### src/rtl/dirty_rect_coalescer_defines.svh
// ----------------------------------------------------------------------------
// dirty rectangle coalescer assertion macros
// shared property forms used by the top-level checks
// ----------------------------------------------------------------------------
`ifndef DIRTY_RECT_COALESCER_DEFINES_SVH
`define DIRTY_RECT_COALESCER_DEFINES_SVH

// a condition implies another in the same cycle
`define DRC_ASSERT_IMPLY(label, a, b, msg) \
  label: assert property (@(posedge clk) disable iff (rst) (a) |-> (b)) else $error(msg);

// a condition implies another in the next cycle
`define DRC_ASSERT_NEXT(label, a, b, msg) \
  label: assert property (@(posedge clk) disable iff (rst) (a) |=> (b)) else $error(msg);

`endif

### src/rtl/drc_pkg.sv
// ----------------------------------------------------------------------------
// drc_pkg
// shared types and constants of the dirty rectangle coalescer
// ----------------------------------------------------------------------------
package drc_pkg;
  localparam int MAX_RECTS  = 16;
  localparam int COORD_BITS = 12;
  localparam int SIZE_BITS  = COORD_BITS + 1;
  localparam int BOX_BITS   = SIZE_BITS + 1;
  localparam int CNT_BITS   = $clog2(MAX_RECTS + 1);
  localparam int IDX_BITS   = (MAX_RECTS > 1) ? $clog2(MAX_RECTS) : 1;
  localparam int AREA_BITS  = 2 * SIZE_BITS;
  localparam int COST_BITS  = 2 * BOX_BITS + 1;
  localparam int TOT_BITS   = AREA_BITS + CNT_BITS;

  localparam logic [1:0] CMD_ADD   = 2'd0;
  localparam logic [1:0] CMD_FLUSH = 2'd1;
  localparam logic [1:0] CMD_INVAL = 2'd2;

  typedef struct packed {
    logic [COORD_BITS-1:0] x;
    logic [COORD_BITS-1:0] y;
    logic [SIZE_BITS-1:0]  w;
    logic [SIZE_BITS-1:0]  h;
  } rect_t;

  // ring control from the sequencer to every cell
  typedef struct packed {
    logic shift;   // rotate the ring by one cell
    logic load;    // tail cell takes the inserted value in place of the head
  } ring_ctl_t;
endpackage

### src/rtl/drc_cell.sv
// ----------------------------------------------------------------------------
// drc_cell
// one table entry of the rotating rectangle ring
// ----------------------------------------------------------------------------
module drc_cell (
  input  logic              clk,
  input  drc_pkg::ring_ctl_t ctl,
  input  logic              is_tail,
  input  drc_pkg::rect_t    ins,
  input  drc_pkg::rect_t    prev,
  output drc_pkg::rect_t    cur
);
  import drc_pkg::*;

  always_ff @(posedge clk) begin
    if (ctl.shift) begin
      cur <= (is_tail && ctl.load) ? ins : prev;
    end
  end
endmodule

### src/rtl/drc_cost.sv
// ----------------------------------------------------------------------------
// drc_cost
// merge cost and bounding box of the head cell against the new area
// ----------------------------------------------------------------------------
module drc_cost (
  input  logic                          clk,
  input  drc_pkg::rect_t                stored,
  input  drc_pkg::rect_t                area,
  output drc_pkg::rect_t                bbox,
  output logic signed [drc_pkg::COST_BITS-1:0] cost
);
  import drc_pkg::*;

  // right and bottom edges may pass the 13-bit size range
  logic [BOX_BITS-1:0] sx2, sy2, ax2, ay2, x2, y2;
  logic [COORD_BITS-1:0] x1, y1;
  logic [BOX_BITS-1:0] bw, bh;
  logic [2*BOX_BITS-1:0] pb;
  logic [AREA_BITS-1:0] ps, pa;

  always_comb begin
    sx2 = BOX_BITS'(stored.x) + BOX_BITS'(stored.w);
    sy2 = BOX_BITS'(stored.y) + BOX_BITS'(stored.h);
    ax2 = BOX_BITS'(area.x) + BOX_BITS'(area.w);
    ay2 = BOX_BITS'(area.y) + BOX_BITS'(area.h);
    x1 = (stored.x < area.x) ? stored.x : area.x;
    y1 = (stored.y < area.y) ? stored.y : area.y;
    x2 = (sx2 > ax2) ? sx2 : ax2;
    y2 = (sy2 > ay2) ? sy2 : ay2;
    bw = x2 - BOX_BITS'(x1);
    bh = y2 - BOX_BITS'(y1);
  end

  // products registered before the subtraction
  always_ff @(posedge clk) begin
    pb <= bw * bh;
    ps <= stored.w * stored.h;
    pa <= area.w * area.h;
    bbox <= '{x: x1, y: y1, w: bw[SIZE_BITS-1:0], h: bh[SIZE_BITS-1:0]};
  end

  assign cost = $signed({1'b0, pb}) - $signed({3'b000, ps}) - $signed({3'b000, pa});
endmodule

### src/rtl/dirty_rect_coalescer.sv
// ----------------------------------------------------------------------------
// dirty_rect_coalescer
// collects dirty screen areas into a rectangle table and emits them on flush
// ----------------------------------------------------------------------------
// The table lives in a ring of MAX_RECTS cells that rotates one place per
// cycle while it is shifted; the merge cost is evaluated on the head cell
// only. An add request takes one turn to score every stored rectangle
// through a one-stage multiplier, then a second turn in which the tail
// cell takes the merged box or the appended area as the target entry
// passes the head. A flush sums the areas over one turn, decides in S_DEC
// and then loads one result per entry as the output frees, or a single
// full-screen or empty result. Invalidate and an unknown command are
// handled in S_IDLE. One request is worked at a time; the result register
// frees the input as soon as the last result is loaded.
`include "dirty_rect_coalescer_defines.svh"
module dirty_rect_coalescer (
  input  logic        clk,
  input  logic        rst,
  input  logic        s_axis_tvalid,
  output logic        s_axis_tready,
  // cmd[1:0], area_x[13:2], area_y[25:14], area_w[38:26], area_h[51:39]
  input  logic [55:0] s_axis_tdata,
  output logic        m_axis_tvalid,
  input  logic        m_axis_tready,
  // rect_x[11:0], rect_y[23:12], rect_w[36:24], rect_h[49:37]
  output logic [55:0] m_axis_tdata,
  output logic        m_axis_tlast,
  // empty_res[0]
  output logic        m_axis_tuser,
  input  logic        psel,
  input  logic        penable,
  input  logic        pwrite,
  input  logic [3:0]  paddr,
  input  logic [31:0] pwdata,
  output logic [31:0] prdata,
  output logic        pready
);
  import drc_pkg::*;

  typedef enum logic [6:0] {
    S_IDLE  = 7'b0000001,
    S_SCORE = 7'b0000010,  // turn one: cost per entry
    S_SEEK  = 7'b0000100,  // turn two: replace or append at the tail
    S_SUM   = 7'b0001000,  // flush: sum areas
    S_DEC   = 7'b0010000,
    S_EMIT  = 7'b0100000,  // send entries from the head
    S_ONE   = 7'b1000000   // single full or empty result
  } state_t;

  state_t state;

  // configuration registers
  logic [4:0]  max_rects;
  logic [12:0] screen_width, screen_height;
  logic        full_only;
  logic        wr;
  assign pready = 1'b1;
  assign wr = psel && penable && pwrite;
  always_ff @(posedge clk) begin
    if (rst) begin
      max_rects <= 5'd16;
      screen_width <= 13'd320;
      screen_height <= 13'd240;
      full_only <= 1'b0;
    end else if (wr) begin
      unique case (paddr[3:2])
        2'd0: max_rects <= pwdata[4:0];
        2'd1: screen_width <= pwdata[12:0];
        2'd2: screen_height <= pwdata[12:0];
        default: full_only <= pwdata[0];
      endcase
    end
  end
  always_comb begin
    unique case (paddr[3:2])
      2'd0: prdata = {27'd0, max_rects};
      2'd1: prdata = {19'd0, screen_width};
      2'd2: prdata = {19'd0, screen_height};
      default: prdata = {31'd0, full_only};
    endcase
  end

  // effective table limit
  logic [CNT_BITS-1:0] lim;
  always_comb begin
    if (max_rects == 5'd0) lim = CNT_BITS'(1);
    else if (32'(max_rects) > MAX_RECTS) lim = CNT_BITS'(MAX_RECTS);
    else lim = CNT_BITS'(max_rects);
  end

  // ring of cells; ring[0] is the head, the last cell takes the head value
  rect_t     ring [MAX_RECTS];
  rect_t     ins;
  ring_ctl_t ctl;
  for (genvar g = 0; g < MAX_RECTS; g++) begin : g_cell
    drc_cell u_cell (
      .clk(clk), .ctl(ctl), .is_tail(g == MAX_RECTS - 1), .ins(ins),
      .prev(ring[(g + 1) % MAX_RECTS]), .cur(ring[g])
    );
  end

  rect_t area;
  rect_t bbox;
  rect_t best_box;
  logic signed [COST_BITS-1:0] cost, best_cost;
  drc_cost u_cost (.clk(clk), .stored(ring[0]), .area(area), .bbox(bbox), .cost(cost));

  logic [CNT_BITS-1:0] count, step, best, target;
  logic                full_pending, found, score_vld, one_empty;
  logic [TOT_BITS-1:0] total;
  logic [AREA_BITS-1:0] head_area;
  logic                merge;

  // output register
  logic        out_vld;
  rect_t       out_r, out_r_next;
  logic        out_last, out_empty;
  logic        out_last_next, out_empty_next;
  logic        out_free, out_load;
  assign out_free = !out_vld || m_axis_tready;
  assign m_axis_tvalid = out_vld;
  assign m_axis_tdata = {6'd0, out_r.h, out_r.w, out_r.y, out_r.x};
  assign m_axis_tlast = out_last;
  assign m_axis_tuser = out_empty;

  assign s_axis_tready = (state == S_IDLE);
  assign head_area = ring[0].w * ring[0].h;
  assign merge = found && (best_cost <= 0 || count >= lim);
  // entry rewritten in turn two: the best one on a merge, else the next free
  assign target = merge ? best : count;

  // ring rotation; in S_SEEK the target entry is replaced as it leaves the head
  always_comb begin
    ctl = '0;
    ins = merge ? best_box : area;
    unique case (state)
      S_SCORE: ctl.shift = (step < CNT_BITS'(MAX_RECTS));
      S_SEEK: begin
        ctl.shift = 1'b1;
        ctl.load = (step == target) && (merge || count < CNT_BITS'(MAX_RECTS));
      end
      S_SUM:  ctl.shift = (step < CNT_BITS'(MAX_RECTS));
      S_EMIT: ctl.shift = out_free;
      default: ;
    endcase
  end

  // next result
  always_comb begin
    out_load = 1'b0;
    out_r_next = ring[0];
    out_last_next = 1'b0;
    out_empty_next = 1'b0;
    unique case (state)
      S_ONE: begin
        out_load = out_free;
        out_last_next = 1'b1;
        out_empty_next = one_empty;
        out_r_next = '0;
        if (!one_empty) begin
          out_r_next.w = screen_width;
          out_r_next.h = screen_height;
        end
      end
      S_EMIT: begin
        out_load = out_free;
        out_last_next = (step + CNT_BITS'(1) == count);
      end
      default: ;
    endcase
  end

  always_ff @(posedge clk) begin
    if (rst) out_vld <= 1'b0;
    else out_vld <= out_load || (out_vld && !m_axis_tready);
  end

  always_ff @(posedge clk) begin
    if (out_load) begin
      out_r <= out_r_next;
      out_last <= out_last_next;
      out_empty <= out_empty_next;
    end
  end

  always_ff @(posedge clk) begin
    if (rst) begin
      state <= S_IDLE;
      count <= '0;
      full_pending <= 1'b1;
    end else begin
      unique case (state)
        S_IDLE: begin
          if (s_axis_tvalid) begin
            area <= '{x: s_axis_tdata[13:2], y: s_axis_tdata[25:14],
                      w: s_axis_tdata[38:26], h: s_axis_tdata[51:39]};
            step <= '0;
            found <= 1'b0;
            score_vld <= 1'b0;
            total <= '0;
            unique case (s_axis_tdata[1:0])
              CMD_ADD:   state <= S_SCORE;
              CMD_FLUSH: state <= S_SUM;
              CMD_INVAL: full_pending <= 1'b1;
              default: ;
            endcase
          end
        end
        S_SCORE: begin
          // cost of ring entry step-1 appears in the cycle after it was head
          score_vld <= (step < count);
          if (score_vld && (!found || cost < best_cost)) begin
            found <= 1'b1;
            best_cost <= cost;
            best <= step - CNT_BITS'(1);
            best_box <= bbox;
          end
          if (step == CNT_BITS'(MAX_RECTS)) begin
            step <= '0;
            state <= S_SEEK;
          end else begin
            step <= step + CNT_BITS'(1);
          end
        end
        S_SEEK: begin
          if (step == CNT_BITS'(MAX_RECTS - 1)) begin
            if (!merge && count < CNT_BITS'(MAX_RECTS)) count <= count + CNT_BITS'(1);
            state <= S_IDLE;
          end
          step <= step + CNT_BITS'(1);
        end
        S_SUM: begin
          if (step == CNT_BITS'(MAX_RECTS)) begin
            state <= S_DEC;
          end else begin
            if (step < count) total <= total + TOT_BITS'(head_area);
            step <= step + CNT_BITS'(1);
          end
        end
        S_DEC: begin
          step <= '0;
          if (full_pending || full_only ||
              total >= TOT_BITS'(screen_width) * TOT_BITS'(screen_height)) begin
            full_pending <= 1'b0;
            one_empty <= 1'b0;
            state <= S_ONE;
          end else if (count == '0) begin
            one_empty <= 1'b1;
            state <= S_ONE;
          end else begin
            state <= S_EMIT;
          end
        end
        S_ONE: begin
          if (out_free) begin
            count <= '0;
            state <= S_IDLE;
          end
        end
        S_EMIT: begin
          if (out_free) begin
            if (step + CNT_BITS'(1) == count) begin
              count <= '0;
              state <= S_IDLE;
            end
            step <= step + CNT_BITS'(1);
          end
        end
        default: state <= S_IDLE;
      endcase
    end
  end

  `DRC_ASSERT_IMPLY(a_busy_no_ready, state != S_IDLE, !s_axis_tready, "ready while busy")
  `DRC_ASSERT_IMPLY(a_count_max, 1'b1, count <= CNT_BITS'(MAX_RECTS), "count overflow")
  `DRC_ASSERT_NEXT(a_stall_hold, m_axis_tvalid && !m_axis_tready, m_axis_tvalid, "result dropped")
endmodule

### config.mk
export PLATFORM = sky130hd
export DESIGN_NAME = dirty_rect_coalescer
export DESIGN_NICKNAME = d
export VERILOG_FILES = /design/src/rtl/drc_pkg.sv /design/src/rtl/drc_cell.sv /design/src/rtl/drc_cost.sv /design/src/rtl/dirty_rect_coalescer.sv
export VERILOG_INCLUDE_DIRS = /design/src /design/src/rtl
export SDC_FILE = /design/constraint.sdc
export NUM_CORES = 2
export LEC_CHECK = 0
export BUFFER_PORTS_ARGS = -buffer_cell sky130_fd_sc_hd__buf_2
export CAP_MARGIN = 10
export CELL_PAD_IN_SITES_DETAIL_PLACEMENT = 0
export CELL_PAD_IN_SITES_GLOBAL_PLACEMENT = 1
export CORE_MARGIN = 2
export CORE_UTILIZATION = 47
export DETAILED_ROUTE_END_ITERATION = 10
export PLACE_DENSITY = 0.81
export SLEW_MARGIN = 20
export SYNTH_ARGS = -nofsm -noshare
export SYNTH_HDL_FRONTEND = slang
export SYNTH_SLANG_ARGS = --single-unit
### constraint.sdc
create_clock -name clk -period 60.2 [get_ports clk]
set_input_delay 3.01 -clock clk [delete_from_list [all_inputs] [get_ports clk]]
set_output_delay 3.01 -clock clk [all_outputs]
set_load 0.01 [all_outputs]
==> metrics.md <==
| Metric | Value |
|---|---|
| Mapped Cells | `5837` |
| Post-DRT Antenna Nets | `0` |
| Minimum clock period | `13.98 ns` |
| IO buf count | `140` |
| Commonest non-fill, non-tap cell in the layout | `edfxtp_1` |
| Req. time, crit path | `60.80 ns` |
| Ys async rst share | `0%` |
| Routed vias/inst | `5.35` |
| Die height | `392 µm` |
| Post-DP HPWL | `116 mm` |
| Clock skew | `0.0875 ns` |
| Via count | `43600` |
| Vias in the first global route | `43100` |
| First-pass GRT wire length | `251 mm` |
| CTS clk-pin slew, worst paths | `0.07 ns` |
| Post-CTS Setup Inserts | `0` |
| HP Start | `u_cost.bbox[14]` |
| Ys flop type | `edfxtp_1` |
| Synth top area share | `43.5%` |
| H-tree Lvls | `3` |
| Met3 Use GR | `3.65%` |
| Maximum clock insertion buffer count | `3` |
| # clock sinks | `1201` |
| Max frequency | `71.5 MHz` |
| Final hold violations | `0` |
| R2r setup slk | `46.22 ns` |
| RSZ-0062 raised after global routing | `false` |
| Worst R2R Path Depth | `44` |
| Worst Setup Start Kind | `flop` |
| Final Setup Violations | `0` |
| CP Max Fanout | `25` |
| 1st-pass router iterations | `5` |
| GR peak layer | `met2` |
| Final Util | `52.1%` |
| Initial core utilization | `47.2%` |
| Total Routing Usage GR | `21.5%` |
| RR Endpoint | `u_cost.pb[26]` |
| EDFF count, synth | `1025` |
| Normalized max-slew margin | `26.3%` |
| Routability cong. | `0.899` |
| Synth Cell Area | `70700 µm²` |
| Hold-critical path depth | `0` |
| Syn Area/Cell | `12.1 µm²` |
| Max-Cap Viols | `0` |
| CP Capture Type | `flop` |
| Grt ovf | `0` |
| Fillers | `12900` |
| Outcome | `complete, no violations` |
| Final period utilization | `23.2%` |
| Fin nets | `7211` |
| DRT iter0 DRCs | `3506` |
| Routed wire per std cell | `20.0 µm` |
| Worst path slowest cell | `edfxtp_1` |
| Yosys cell types | `87` |
| CTS resizes | `0` |
| Hold_buf cts | `0` |
| Most frequent cells in the layout | `edfxtp_1, inv_1, nand2_1, ha_1, fa_1` |
| Critical Path AT | `14.58 ns` |
| Initial antenna violation count | `12` |
| Critical path type | `flop to flop` |
| Hold crit path type | `flop to flop` |
| CTS tree | `built` |
| Largest stage delay on the critical path | `0.99 ns` |
| Synth Register Bits | `1201` |
| Core region area | `150000 µm²` |
| Ys Warns | `0` |
| Met2 usage | `33.9%` |
| Setup tns final | `0 ns` |
| Crit-path most repeated cell | `fa_1` |
| CTS root buf | `clkbuf_16` |
| DR DRC count | `0` |
| GR Util met1 | `30.9%` |
| Leading area contributor after synthesis | `edfxtp_1` |
| Hold EP | `best_box[14]` |
| Register area share after synthesis | `48.5%` |
| Worst Max-Slew Pin Slew | `1.10 ns` |
| Chip width | `392 µm` |
| Cts bufs inserted | `117` |
| Detailed Route WL | `163 mm` |
| Boundary pin count | `192` |
| Synth top area cells | `edfxtp_1, fa_1, ha_1, dfxtp_1, inv_1` |
| Total die area | `153000 µm²` |
| Register area | `34300 µm²` |
| Reg-to-Reg Start | `g_cell[0].u_cell.cur[14]` |
| Final Max Slew Viols | `0` |
| Largest net degree at the start of global routing | `215` |
| Multi-input logic area | `32800 µm²` |
| Fraction of layout cells with a size suffix above 1 | `8.55%` |
| Clk Latency, worst-skew pair | `0.78 ns` |
| FP Rows | `142` |
| Synth-to-Final Area Change | `10.4%` |
cell families after synthesis:
kind of cell               after synthesis  share of synthesized area (%)
AOI/OAI and AO/OA                      717                           6.63
xor gates and xnor gates               200                           2.51
adders and majority gates             1087                           24.9
buffers and inverters                  956                           5.24
DFF                                   1201                           48.5
muxes                                   97                           1.52
other                                    2                         0.0106
and+or+nand+nor                       1577                           10.6
metrics by stage:
stage	std cells	instance area [µm²]	hold slack, ns	worst slack [ns]
global route	8145	78000	0.366	45.58
floorplan	5861	70800	0.386	0.159
finish	8146	78000	0.359	46.22
global placement	7922	73900	0.386	46.51
CTS	8144	78000	0.364	46.31
detailed placement	7922	73900	0.389	46.44
worst max-delay path: cells and delay by family, from the launching register on:
| family | cells | cell delay (ns) |
|---|---|---|
| muxes | 1 | 0.16 |
| and+or+nand+nor | 14 | 2.50 |
| buffers and inverters | 4 | 1.70 |
| xor gates and xnor gates | 2 | 1.09 |
| AOI/OAI and AO/OA | 12 | 2.59 |
| adders and majority gates | 11 | 4.76 |
| DFF | 1 | 0.99 |
sequential cells by signal, indices dropped and copies added, names as in the netlist, 13 cells and up:
signal / cells
u_cost.pb: 28
best_cost: 29
u_cost.ps: 26
screen_width: 13
u_cost.bbox: 50
m_axis_tdata: 50
best_box: 50
area: 50
u_cost.pa: 26
g_cell.u_cell.cur: 800
screen_height: 13
total: 31
cell usage after synthesis, drive strengths merged, types with 41 or more instances:
cell    number
a21o        89
a21oi      192
and2       231
and3        65
clkbuf     146
dfxtp      176
edfxtp    1025
fa         537
ha         550
inv        760
mux2        73
nand2      668
nand3       77
nand3b      41
nor2       261
nor3        55
o211ai      42
o21a        41
o21ai      157
xnor2      125
xor2        74
area by class of cell:
type | instances | area share, %
flip-flops and latches | 1201 | 44.0
well taps | 2016 | 3.23
clock buffers | 135 | 3.91
multi-input cells | 3704 | 42.1
diodes | 2 | 0.00642
repair buffers | 228 | 1.78
inverters | 773 | 3.72
clock inverters | 87 | 1.26
routing by layer:
metal  routed length (µm)  vias up
met1                72400    21800
met4                 3470        2
met5                    8        -
met2                74800     1415
met3                12000      211
li1                     -    20200
how the worst max path moves through the flow:
| stage | start | end | slack, ns | depth (start not counted) |
|---|---|---|---|---|
| after floorplan | state[6] | g_cell[0].u_cell.cur[0] | 0.16 | 5 |
| after global placement | g_cell[0].u_cell.cur[14] | u_cost.pb[26] | 46.51 | 44 |
| after detailed placement | g_cell[0].u_cell.cur[14] | u_cost.pb[26] | 46.44 | 44 |
| after CTS | g_cell[0].u_cell.cur[14] | u_cost.pb[26] | 46.31 | 44 |
| after global routing | g_cell[0].u_cell.cur[14] | u_cost.pb[26] | 45.58 | 44 |
| final | g_cell[0].u_cell.cur[14] | u_cost.pb[26] | 46.22 | 44 |
Power is left out: the tool's default activity adds up to more than one toggle a clock period on the data nets, which glitch-free logic cannot reach.
